--- src/rtl/bucket_name_validator_defines.svh ---
// Assertion macros for the bucket name validator.
// Needs clk and arst_n in scope where used; no other dependencies.
`ifndef BUCKET_NAME_VALIDATOR_DEFINES_SVH
`define BUCKET_NAME_VALIDATOR_DEFINES_SVH

// same-cycle implication, checked outside reset
`define BNV_ASSERT_NOW(lbl, ante, cons, msg) \
lbl: assert property (@(posedge clk) disable iff (!arst_n) (ante) |-> (cons)) else $error(msg);

// next-cycle implication, checked outside reset
`define BNV_ASSERT_NEXT(lbl, ante, cons, msg) \
lbl: assert property (@(posedge clk) disable iff (!arst_n) (ante) |=> (cons)) else $error(msg);

`endif

--- src/rtl/bnv_pkg.sv ---
// Shared constants, state type and reserved word tables for the bucket name validator.
// No dependencies.
package bnv_pkg;

	localparam int MAX_NAME_LEN = 63;
	localparam int MIN_NAME_LEN = 3;
	localparam int TAIL_DEPTH   = 8;
	localparam int QUAD_MAX     = 255;
	// count saturates at MAX_NAME_LEN + 1
	localparam int LEN_W        = $clog2(MAX_NAME_LEN + 2);

	localparam logic [7:0] CH_DOT  = 8'h2e;
	localparam logic [7:0] CH_DASH = 8'h2d;
	localparam logic [7:0] CH_ZERO = 8'h30;

	// reserved prefixes, first character at index 0, padded with zeros
	localparam logic [7:0] PFX0 [4]  = '{"x", "n", "-", "-"};
	localparam logic [7:0] PFX1 [8]  = '{"s", "t", "h", "r", "e", "e", "-", 8'h00};
	localparam logic [7:0] PFX2 [16] = '{"a", "m", "z", "n", "-", "s", "3", "-",
		"d", "e", "m", "o", "-", 8'h00, 8'h00, 8'h00};
	localparam logic [LEN_W-1:0] PFX0_LEN = LEN_W'(4);
	localparam logic [LEN_W-1:0] PFX1_LEN = LEN_W'(7);
	localparam logic [LEN_W-1:0] PFX2_LEN = LEN_W'(13);

	// reserved suffixes, stored newest byte first to line up with the tail window
	localparam logic [7:0] SFX0_R [8] = '{"s", "a", "i", "l", "a", "3", "s", "-"};
	localparam logic [7:0] SFX1_R [7] = '{"3", "s", "-", "l", "o", "-", "-"};
	localparam logic [7:0] SFX2_R [6] = '{"3", "s", "-", "x", "-", "-"};
	localparam logic [7:0] SFX3_R [5] = '{"p", "a", "r", "m", "."};

	typedef struct packed {
		logic [LEN_W-1:0]                len;
		logic [7:0]                      first;
		logic [7:0]                      prev;
		logic                            broken;
		logic [TAIL_DEPTH-1:0][7:0]      tail;
		logic [2:0]                      pfx_alive;
		logic [1:0]                      q_seg;
		logic [1:0]                      q_dig;
		logic [9:0]                      q_val;
		logic                            q_poss;
	} bnv_state_t;

	localparam bnv_state_t ST_RESET = '{
		len: '0, first: '0, prev: '0, broken: 1'b0, tail: '0,
		pfx_alive: 3'b111, q_seg: '0, q_dig: '0, q_val: '0, q_poss: 1'b1
	};

endpackage

--- src/rtl/bnv_rules.sv ---
// Next-state and verdict logic for one name byte.
// Depends on bnv_pkg.
module bnv_rules (
	input  bnv_pkg::bnv_state_t cur,
	input  logic [7:0]          name_byte,
	output bnv_pkg::bnv_state_t nxt,
	output logic                verdict
);

	function automatic logic edge_bad(input logic [7:0] c);
		return (c == bnv_pkg::CH_DOT) || (c == bnv_pkg::CH_DASH);
	endfunction

	logic       is_digit;
	logic       allowed;
	logic [9:0] q_mul;
	logic       sfx0_hit, sfx1_hit, sfx2_hit, sfx3_hit;

	assign is_digit = (name_byte >= "0") && (name_byte <= "9");
	assign allowed  = ((name_byte >= "a") && (name_byte <= "z")) || is_digit ||
		edge_bad(name_byte);
	// value * 10 + digit; value stays below 100 whenever this is used
	assign q_mul = 10'({cur.q_val, 3'b000}) + 10'({cur.q_val, 1'b0}) +
		10'(name_byte[3:0] - bnv_pkg::CH_ZERO[3:0]);

	always_comb begin
		nxt = cur;

		if (!allowed)
			nxt.broken = 1'b1;
		if (cur.len != '0) begin
			if (((cur.prev == bnv_pkg::CH_DOT) && edge_bad(name_byte)) ||
				((cur.prev == bnv_pkg::CH_DASH) && (name_byte == bnv_pkg::CH_DOT)))
				nxt.broken = 1'b1;
		end else begin
			nxt.first = name_byte;
		end

		// prefix tracking
		if ((cur.len < bnv_pkg::PFX0_LEN) && (name_byte != bnv_pkg::PFX0[cur.len[1:0]]))
			nxt.pfx_alive[0] = 1'b0;
		if ((cur.len < bnv_pkg::PFX1_LEN) && (name_byte != bnv_pkg::PFX1[cur.len[2:0]]))
			nxt.pfx_alive[1] = 1'b0;
		if ((cur.len < bnv_pkg::PFX2_LEN) && (name_byte != bnv_pkg::PFX2[cur.len[3:0]]))
			nxt.pfx_alive[2] = 1'b0;

		// dotted-quad tracking
		if (is_digit) begin
			if (cur.q_dig == 2'd3) begin
				nxt.q_poss = 1'b0;
			end else begin
				nxt.q_val = q_mul;
				nxt.q_dig = cur.q_dig + 2'd1;
			end
		end else if (name_byte == bnv_pkg::CH_DOT) begin
			if ((cur.q_dig == '0) || (cur.q_val > 10'(bnv_pkg::QUAD_MAX)) ||
				(cur.q_seg == 2'd3))
				nxt.q_poss = 1'b0;
			else
				nxt.q_seg = cur.q_seg + 2'd1;
			nxt.q_dig = '0;
			nxt.q_val = '0;
		end else begin
			nxt.q_poss = 1'b0;
		end

		nxt.tail = {cur.tail[bnv_pkg::TAIL_DEPTH-2:0], name_byte};
		nxt.prev = name_byte;
		if (cur.len <= bnv_pkg::LEN_W'(bnv_pkg::MAX_NAME_LEN))
			nxt.len = cur.len + bnv_pkg::LEN_W'(1);
	end

	always_comb begin
		sfx0_hit = nxt.len >= bnv_pkg::LEN_W'(8);
		for (int k = 0; k < 8; k++)
			if (nxt.tail[k] != bnv_pkg::SFX0_R[k])
				sfx0_hit = 1'b0;
		sfx1_hit = nxt.len >= bnv_pkg::LEN_W'(7);
		for (int k = 0; k < 7; k++)
			if (nxt.tail[k] != bnv_pkg::SFX1_R[k])
				sfx1_hit = 1'b0;
		sfx2_hit = nxt.len >= bnv_pkg::LEN_W'(6);
		for (int k = 0; k < 6; k++)
			if (nxt.tail[k] != bnv_pkg::SFX2_R[k])
				sfx2_hit = 1'b0;
		sfx3_hit = nxt.len >= bnv_pkg::LEN_W'(5);
		for (int k = 0; k < 5; k++)
			if (nxt.tail[k] != bnv_pkg::SFX3_R[k])
				sfx3_hit = 1'b0;
	end

	always_comb begin
		verdict = !nxt.broken;
		if ((nxt.len < bnv_pkg::LEN_W'(bnv_pkg::MIN_NAME_LEN)) ||
			(nxt.len > bnv_pkg::LEN_W'(bnv_pkg::MAX_NAME_LEN)))
			verdict = 1'b0;
		if (edge_bad(nxt.first) || edge_bad(nxt.tail[0]))
			verdict = 1'b0;
		if (nxt.q_poss && (nxt.q_seg == 2'd3) && (nxt.q_dig != '0) &&
			(nxt.q_val <= 10'(bnv_pkg::QUAD_MAX)))
			verdict = 1'b0;
		if ((nxt.pfx_alive[0] && (nxt.len >= bnv_pkg::PFX0_LEN)) ||
			(nxt.pfx_alive[1] && (nxt.len >= bnv_pkg::PFX1_LEN)) ||
			(nxt.pfx_alive[2] && (nxt.len >= bnv_pkg::PFX2_LEN)))
			verdict = 1'b0;
		if (sfx0_hit || sfx1_hit || sfx2_hit || sfx3_hit)
			verdict = 1'b0;
	end

endmodule

--- src/rtl/bucket_name_validator.sv ---
// Top level of the streaming bucket name validator.
// Depends on bnv_pkg, bnv_rules and bucket_name_validator_defines.svh.
//
// Usage:
//  - Slave side: one name byte per request on s_tdata, s_tlast high on the final
//    byte. A request is taken when s_tvalid and s_tready are both high.
//  - Master side: one verdict request per name, m_tdata[0] = 1 when the name
//    passes every rule. Taken when m_tvalid and m_tready are both high.
//  - Throughput: one byte per cycle, sustained, including back-to-back names,
//    while no verdict waits on m_tready. Every byte passes through an input
//    register, then the rule logic updates the running state.
//  - Verdict path: the last byte passes the input register, then the result
//    register, whose valid flag drives m_tvalid.
//  - Stall: bytes that are not last keep flowing while a verdict waits. A last
//    byte parked in the input register waits until the result register is free,
//    and s_tready then drops until it moves.
//  - Reset: arst_n low clears all running state and the valid flags of the
//    input and result registers, not their payloads; then a new name may start.
//  - After each verdict all running state returns to its reset values.
`include "bucket_name_validator_defines.svh"

module bucket_name_validator (
	input  logic       clk,
	input  logic       arst_n,
	input  logic       s_tvalid,
	output logic       s_tready,
	input  logic [7:0] s_tdata,   // [7:0] name_byte
	input  logic       s_tlast,   // last_byte
	output logic       m_tvalid,
	input  logic       m_tready,
	output logic [7:0] m_tdata    // [0] name_valid, [7:1] zero
);

	// input register
	logic       vld_s1;
	logic [7:0] byte_s1;
	logic       last_s1;

	// running state and result register
	bnv_pkg::bnv_state_t state_q;
	bnv_pkg::bnv_state_t state_nxt;
	logic                verdict;
	logic                out_vld_q;
	logic                out_ok_q;

	logic adv;  // byte in the input register is consumed this cycle

	assign adv      = vld_s1 && (!last_s1 || !out_vld_q || m_tready);
	assign s_tready = !vld_s1 || adv;

	bnv_rules u_rules (
		.cur       (state_q),
		.name_byte (byte_s1),
		.nxt       (state_nxt),
		.verdict   (verdict)
	);

	always_ff @(posedge clk or negedge arst_n) begin
		if (!arst_n) begin
			vld_s1 <= 1'b0;
		end else if (s_tready) begin
			vld_s1 <= s_tvalid;
		end
	end

	// payload, no reset
	always_ff @(posedge clk) begin
		if (s_tready && s_tvalid) begin
			byte_s1 <= s_tdata;
			last_s1 <= s_tlast;
		end
	end

	always_ff @(posedge clk or negedge arst_n) begin
		if (!arst_n) begin
			state_q <= bnv_pkg::ST_RESET;
		end else if (adv) begin
			state_q <= last_s1 ? bnv_pkg::ST_RESET : state_nxt;
		end
	end

	always_ff @(posedge clk or negedge arst_n) begin
		if (!arst_n) begin
			out_vld_q <= 1'b0;
		end else if (adv && last_s1) begin
			out_vld_q <= 1'b1;
		end else if (m_tready) begin
			out_vld_q <= 1'b0;
		end
	end

	always_ff @(posedge clk) begin
		if (adv && last_s1) begin
			out_ok_q <= verdict;
		end
	end

	assign m_tvalid = out_vld_q;
	assign m_tdata  = {7'b0, out_ok_q};

	// checks
	`BNV_ASSERT_NOW(a_no_overwrite, out_vld_q && !m_tready, !(adv && last_s1), "verdict overwritten")
	`BNV_ASSERT_NEXT(a_verdict_shown, adv && last_s1, m_tvalid, "verdict not presented")
	`BNV_ASSERT_NEXT(a_no_spurious, !(adv && last_s1) && m_tready, !m_tvalid, "spurious verdict")
	`BNV_ASSERT_NEXT(a_state_cleared, adv && last_s1, state_q == bnv_pkg::ST_RESET, "state not cleared")
	`BNV_ASSERT_NOW(a_len_sat, 1'b1, state_q.len <= bnv_pkg::LEN_W'(bnv_pkg::MAX_NAME_LEN + 1), "length past saturation")

endmodule
--- config.mk ---
export PLATFORM = sky130hd
export DESIGN_NAME = bucket_name_validator
export DESIGN_NICKNAME = d
export VERILOG_FILES = /design/src/rtl/bnv_pkg.sv /design/src/rtl/bnv_rules.sv /design/src/rtl/bucket_name_validator.sv
export VERILOG_INCLUDE_DIRS = /design/src /design/src/rtl
export SDC_FILE = /design/constraint.sdc
export NUM_CORES = 1
export LEC_CHECK = 0
export BUFFER_PORTS_ARGS = -buffer_cell sky130_fd_sc_hd__buf_4
export CELL_PAD_IN_SITES_DETAIL_PLACEMENT = 0
export CELL_PAD_IN_SITES_GLOBAL_PLACEMENT = 1
export CORE_ASPECT_RATIO = 1.4
export CORE_MARGIN = 2
export CORE_UTILIZATION = 30
export CTS_BUF_LIST = sky130_fd_sc_hd__clkbuf_8
export CTS_CLUSTER_DIAMETER = 60
export CTS_CLUSTER_SIZE = 25
export DETAILED_ROUTE_END_ITERATION = 10
export PLACE_DENSITY_LB_ADDON = 0.1
export SYNTH_ARGS = -nofsm -noshare
export SYNTH_HDL_FRONTEND = slang
export SYNTH_SLANG_ARGS = --single-unit
--- constraint.sdc ---
create_clock -name clk -period 8.9 [get_ports clk]
set_clock_uncertainty 0.15 [all_clocks]
set_input_delay 0.89 -clock clk [delete_from_list [all_inputs] [get_ports clk]]
set_output_delay 0.89 -clock clk [all_outputs]
set_load 0.02 [all_outputs]
==> Word-level counts from Yosys, hierarchy flattened <==
Memories as Yosys holds them, arrays and structs flattened.
Cells that the tools add are included.
{ "totals": {"register_bits": 110, "output_inout_bits": 10, "romBits": 192, "memories": 2, "input_bits": 13, "wordCells": 178} }
{ "mem_list": {"columns": ["name", "depth", "word_bits", "rd", "rd_clocked_by_memory_dff", "write_ports", "line_no", "text"], "rows": [
  ["(no name shown)", 16, 8, 1, 0, 0, "bnv_rules.sv:44", "if ((cur.len < bnv_pkg::PFX2_LEN) && (name_byte != bnv_pkg::PFX2[cur.len[3:0]]))"],
  ["(no name shown)", 8, 8, 1, 0, 0, "bnv_rules.sv:42", "if ((cur.len < bnv_pkg::PFX1_LEN) && (name_byte != bnv_pkg::PFX1[cur.len[2:0]]))"]
]} }
{ "classes": {"magnitude_cmp": 21, "n_bitwise": 3, "add_sub_neg": 5, "n_reduce_logical": 42, "muxes": 52, "eq_ne": 32} }
{ "op_table": {"columns": ["operator", "n"], "rows": [
  ["$mux 106", 1],
  ["$ne 8x7->1 const B", 12],
  ["$ne 8x6->1 const B", 8],
  ["$mux 8", 7],
  ["$eq 8x6->1 const B", 6],
  ["$mux 1", 37],
  ["$ge 7x3->1 const B", 4],
  ["$ne 8x8->1", 3],
  ["$logic_or 1x1->1", 17],
  ["$bmux 8 s2", 1],
  ["$logic_and 1x1->1", 16],
  ["$ge 7x4->1 const B", 2],
  ["$lt 7x3->1 const B", 2],
  ["$mux 14", 1],
  ["$mux 13", 1],
  ["$mux 12", 1],
  ["$add 10x10->10", 1],
  ["$add 10x4->10", 1],
  ["$gt 10x8->1 const B", 1],
  ["$le 10x8->1 const B", 1],
  ["$ge 8x6->1 const B", 1],
  ["$ge 8x7->1 const B", 1],
  ["$le 8x6->1 const B", 1],
  ["$le 8x7->1 const B", 1],
  ["other kinds (20)", 28]
]} }

==> Logic depth before layout (Yosys ltp) <==
{ "logic_depth": {"ltp_word": 15, "depth_mapped": 12, "depth_no_buf": 11} }

==> Hierarchy <==
A second synthesis with hierarchy kept.
{ "unflattened": {"hier_cells": 1034, "area_unflattened_um2": 9328.9} }
{ "by_module_without_submodules": {"columns": ["module", "area_per_inst_um2", "seq_area_each_um2", "n_inst", "cells_per_inst"], "rows": [
  ["bucket_name_validator", 6477.5, 3007.9, 1, 629],
  ["bnv_rules", 2851.5, 0.0, 1, 405]
]} }

==> Worst setup path after synthesis <==
Ideal clock, no wire load.
{ "synth_timing": {"path_type": "register to register", "startpoint": "reg byte_s1[3]", "endpoint": "reg out_ok_q, data pin", "t_required_ns": 8.494, "n_path_buf": 1, "path_stages_with_launch": 13, "setup_slack_ns": 5.304, "t_arrival_ns": 3.190, "period_less_slack_ns": 3.596, "setup_ns": 0.256, "path_cell_list": "edfxtp_1 > buf_1 > inv_1 > fa_1 > inv_1 > fa_1 > a211oi_1 > o21bai_1 > a21oi_1 > xor2_1 > nor2_1 > or4_1 > and4_1"} }
{ "synth_between": {"elab_chain_cells": 13, "word_cells_on_any_way": 82, "classes_between": "add/sub (1); order compare (5); eq/ne (11); mux (38); reduce/logical (27)"} }
{ "synth_rtl": {"columns": ["element", "line_no", "text"], "rows": [
  ["from (decl)", "bucket_name_validator.sv:36", "logic [7:0] byte_s1;"],
  ["from (signal assigned)", "bucket_name_validator.sv:69", "byte_s1 <= s_tdata;"],
  ["branches (longest 13 deep; another with $add 10x4->10)", null, null],
  ["to (signal assigned)", "bucket_name_validator.sv:94", "out_ok_q <= verdict;"],
  ["to (decl)", "bucket_name_validator.sv:44", "logic out_ok_q;"]
]} }
Several ways; the timed one is not identified.
A chain may end at the register's enable or synchronous reset.

==> Worst setup path after layout <==
Ends and elaborated chain as after synthesis.

==> results.sh <==
export IMPL_outcome="completed"
export IMPL_grt_pass1_vias=4980
export IMPL_critPathArrivalTime_ps=3790
export IMPL_n_fill_cell=2121
export IMPL_wl_um=17570
export IMPL_rows=61
export IMPL_antenna_left=0
export IMPL_grt_use_total_pct=16.69
export IMPL_synthArstFlopShare_pct=90.20
export IMPL_multi_input_area_mm2=0.003234
export IMPL_vias_per_cell=5.222
export IMPL_rsz0062_at_grt="no"
export IMPL_clkLatencyLatePin_ps=390
export IMPL_htreeDepth=3
export IMPL_drt_pass1_iterations=4
export IMPL_finalNetCount=702
export IMPL_synth_xor_area_share_pct=3.285
export IMPL_grt_ovfl_total=0
export IMPL_seq_area_mm2=0.002609
export IMPL_worstPathRequired_ps=8890
export IMPL_slew_headroom_pct=33.52
export IMPL_yosysUniqueCellTypes=71
export IMPL_fp_dieW_um=124.8
export IMPL_synth_flop_cell="dfrtp_1"
export IMPL_fmax_ghz=0.2637
export IMPL_cts_clk_slew_worst_paths_ps=100
export IMPL_die_h_um=173.2
export IMPL_ir_drop_uv=84.41
export IMPL_port_buffers=15
export IMPL_antenna_found_initial=0
export IMPL_ys_warn_count=0
export IMPL_drc_errors=0
export IMPL_critPathCaptureType="flop"
export IMPL_cts_buffer_depth=2
export IMPL_r2r_worst_path_cells=11
export IMPL_drt_iter0_markers=280
export IMPL_power_density_mw_per_mm2=185.4
export IMPL_grt_pass1_wl_um=28720
export IMPL_synthMuxAreaShare_pct=0.9182
export IMPL_critPathLaunchType="flop"
export IMPL_path_cells="inv_1 -> fa_1 -> inv_1 -> fa_1 -> a211oi_1 -> o21bai_1 -> a21oi_1 -> xor2_1 -> nor2_1 -> or4_1 -> and4_1"
export IMPL_drv_slew=0
export IMPL_worstReg2RegStart="byte_s1[3]$_DFFE_PP_"
export IMPL_layout_worst_path_cycle_share_pct=42.62
export IMPL_dp_hpwl_um=11680
export IMPL_p_leak_nw=2.965
export IMPL_slowest_delay_ps=670
export IMPL_routedWlPerCell_um=19.05
export IMPL_worst_slew_pin_transition_ps=997.2
export IMPL_synth_top_family_by_area="simple AND/OR/NAND/NOR gates"
export IMPL_numCtsBuffers=9
export IMPL_hold_viol_final=0
export IMPL_setup_viol=0
export IMPL_fin_crit_ps=3793
export IMPL_critPathSlowestCell="edfxtp_1"
export IMPL_start_util_pct=30.67
export IMPL_crit_type="flop to flop"
export IMPL_grt_max_degree=80
export IMPL_cts_resized=0
export IMPL_io_pins=23
export IMPL_synth_compound_area_share_pct=13.02
export IMPL_cts_hold_buf=0
export IMPL_syn_avg_cell_area_um2=8.939
export IMPL_hold_ws_ps=233.6
export IMPL_core_area_mm2=0.02000
export IMPL_synth_simple_area_share_pct=29.91
export IMPL_cts_root_buf="clkbuf_8"
export IMPL_cts_setup_buffers=0
export IMPL_drive_gt1_share_pct=7.612
export IMPL_syn2layout_area_growth_pct=6.876
export IMPL_cts_tree="yes"
export IMPL_dieArea_mm2=0.02162
export IMPL_clock_sinks=102
export IMPL_synth_adder_area_share_pct=5.142
export IMPL_drv_cap=0
export IMPL_ys_seq_elements=102
export IMPL_num_vias=4815
export IMPL_diodes=0
export IMPL_gp_congestion=0.8769
export IMPL_worstPathMaxFanout=13
export IMPL_ys_seq_area_share_pct=42.52
export IMPL_synth_cell_area_mm2=0.006132
export IMPL_synthCells=686
export IMPL_reg2reg_to="out_ok_q$_SDFFCE_PP0P_"
export IMPL_synth_enable_flop_cells=10
export IMPL_hold_class="primary input to asynchronous set/reset pin"
export IMPL_fin_setup_tns_ps=0
export IMPL_reg2reg_setup_slack_ps=5110
where the power goes:
part           internal, W  switching, W  total (W)
Combinational     0.000120      0.000173   0.000293
Clock             0.000143      0.000169   0.000312
Sequential        0.000527     0.0000827   0.000610
Total             0.000790      0.000425    0.00121
layout by cell type, fill, tap and decap left out, drive strengths merged, types with 8 or more instances in the layout:
master and instances:
o21ai 39, nand3b 57, nor4 9, nand2b 12
xor2 12, nand4b 8, nand4 10, xnor2 11
nand3 10, nand2 148, nor2 24, buf 20
a22oi 12, dfrtp 88, inv 13, o22ai 8
clkbuf 11, nor3 9, a21oi 25, edfxtp 10
ha 22, nor2b 9
cells in the mapped netlist, types with 7 or more instances:
library cell    n  area share (%)
nor2_1         23             1.4
nand3_1         8            0.65
nand4b_1        7             1.0
nor3b_1         7            0.86
edfxtp_1       10             4.9
xor2_1         12             1.7
nor4_1          9            0.92
a22oi_1        12             1.5
dfrtp_1        88              36
ha_1           22             4.5
nor3_1          8            0.65
nand2_1       148             9.1
a21oi_1        25             2.0
nand2b_1       11             1.1
clkbuf_1       35             2.1
nand3b_1       57             7.0
o22ai_1         8            0.82
a31oi_1         7            0.71
nor2b_1         9            0.92
xnor2_1        11             1.6
and3_1          7            0.71
inv_1          11            0.67
o21ai_0        36             2.9
buf_4          10             1.2
nand4_1        10             1.0
stage by stage:
| stage | power (W) | util [%] | instance area (µm²) | worst slack (ps) | std cells |
|---|---|---|---|---|---|
| 2_1_floorplan | 0.0008206 | - | 6155 | 5304 | 692 |
| 3_3_place_gp | 0.0009129 | 31.77 | 6354 | 5147 | 906 |
| 3_5_place_dp | 0.0009150 | 31.77 | 6354 | 5098 | 906 |
| 4_1_cts | 0.001236 | 32.77 | 6554 | 5086 | 922 |
| 5_1_grt | 0.001294 | 32.77 | 6554 | 4893 | 922 |
| 6_report | 0.001215 | 32.77 | 6554 | 5107 | 922 |
critical path: cells and delay by family, from the launching register on:
family,cells,cell delay [ps]
simple gates,3,810
flops,1,670
fa+ha+maj,2,1020
buf+inv,2,220
compound gates,3,520
xor+xnor,1,160
sequential cells by signal, indices dropped and copies added, names as in the netlist:
name      flops
out_ok_q      1
vld_s1        1
state_q      90
m_tvalid      1
byte_s1       8
last_s1       1
area by class of cell:
class,count,area share [%]
inverters,12,0.6873
clock buffers,11,2.310
repair buffers,20,2.291
flip-flops and latches,102,39.81
multi-input cells,520,49.35
well taps,252,4.811
clock inverters,5,0.7446
cells by family (layout without fill, tap and decap cells):
| group | count (synthesis) | count (layout) |
|---|---|---|
| buf+inv | 70 | 48 |
| mux | 5 | 5 |
| xor+xnor | 23 | 23 |
| simple gates | 334 | 334 |
| other cells | 1 | 7 |
| compound gates | 127 | 127 |
| fa+ha+maj | 24 | 24 |
| flops | 102 | 102 |
how the worst max path moves through the flow:
| stage | from | end | slack (ps) | cells past startpoint |
|---|---|---|---|---|
| floorplan | byte_s1[3]$_DFFE_PP_ | out_ok_q$_SDFFCE_PP0P_ | 5300 | 12 |
| CTS | byte_s1[3]$_DFFE_PP_ | out_ok_q$_SDFFCE_PP0P_ | 5090 | 11 |
| global placement | byte_s1[3]$_DFFE_PP_ | out_ok_q$_SDFFCE_PP0P_ | 5150 | 11 |
| global route | byte_s1[3]$_DFFE_PP_ | out_ok_q$_SDFFCE_PP0P_ | 4890 | 11 |
| detailed placement | byte_s1[3]$_DFFE_PP_ | out_ok_q$_SDFFCE_PP0P_ | 5100 | 11 |
| finish | byte_s1[3]$_DFFE_PP_ | out_ok_q$_SDFFCE_PP0P_ | 5110 | 11 |
metal layers:
layer  routed length (µm)  track usage, %  share of wire [%]  vias to the layer above
met5                    0               0                  0                        -
met2                 9018           28.78                 51                       61
met3                  401           1.887                2.3                       25
li1                     -               -                  -                     2357
met1                 7648           21.14                 44                     2372
met4                  496           7.083                2.8                        0
Note: power is estimated with default switching activity, not from simulation.
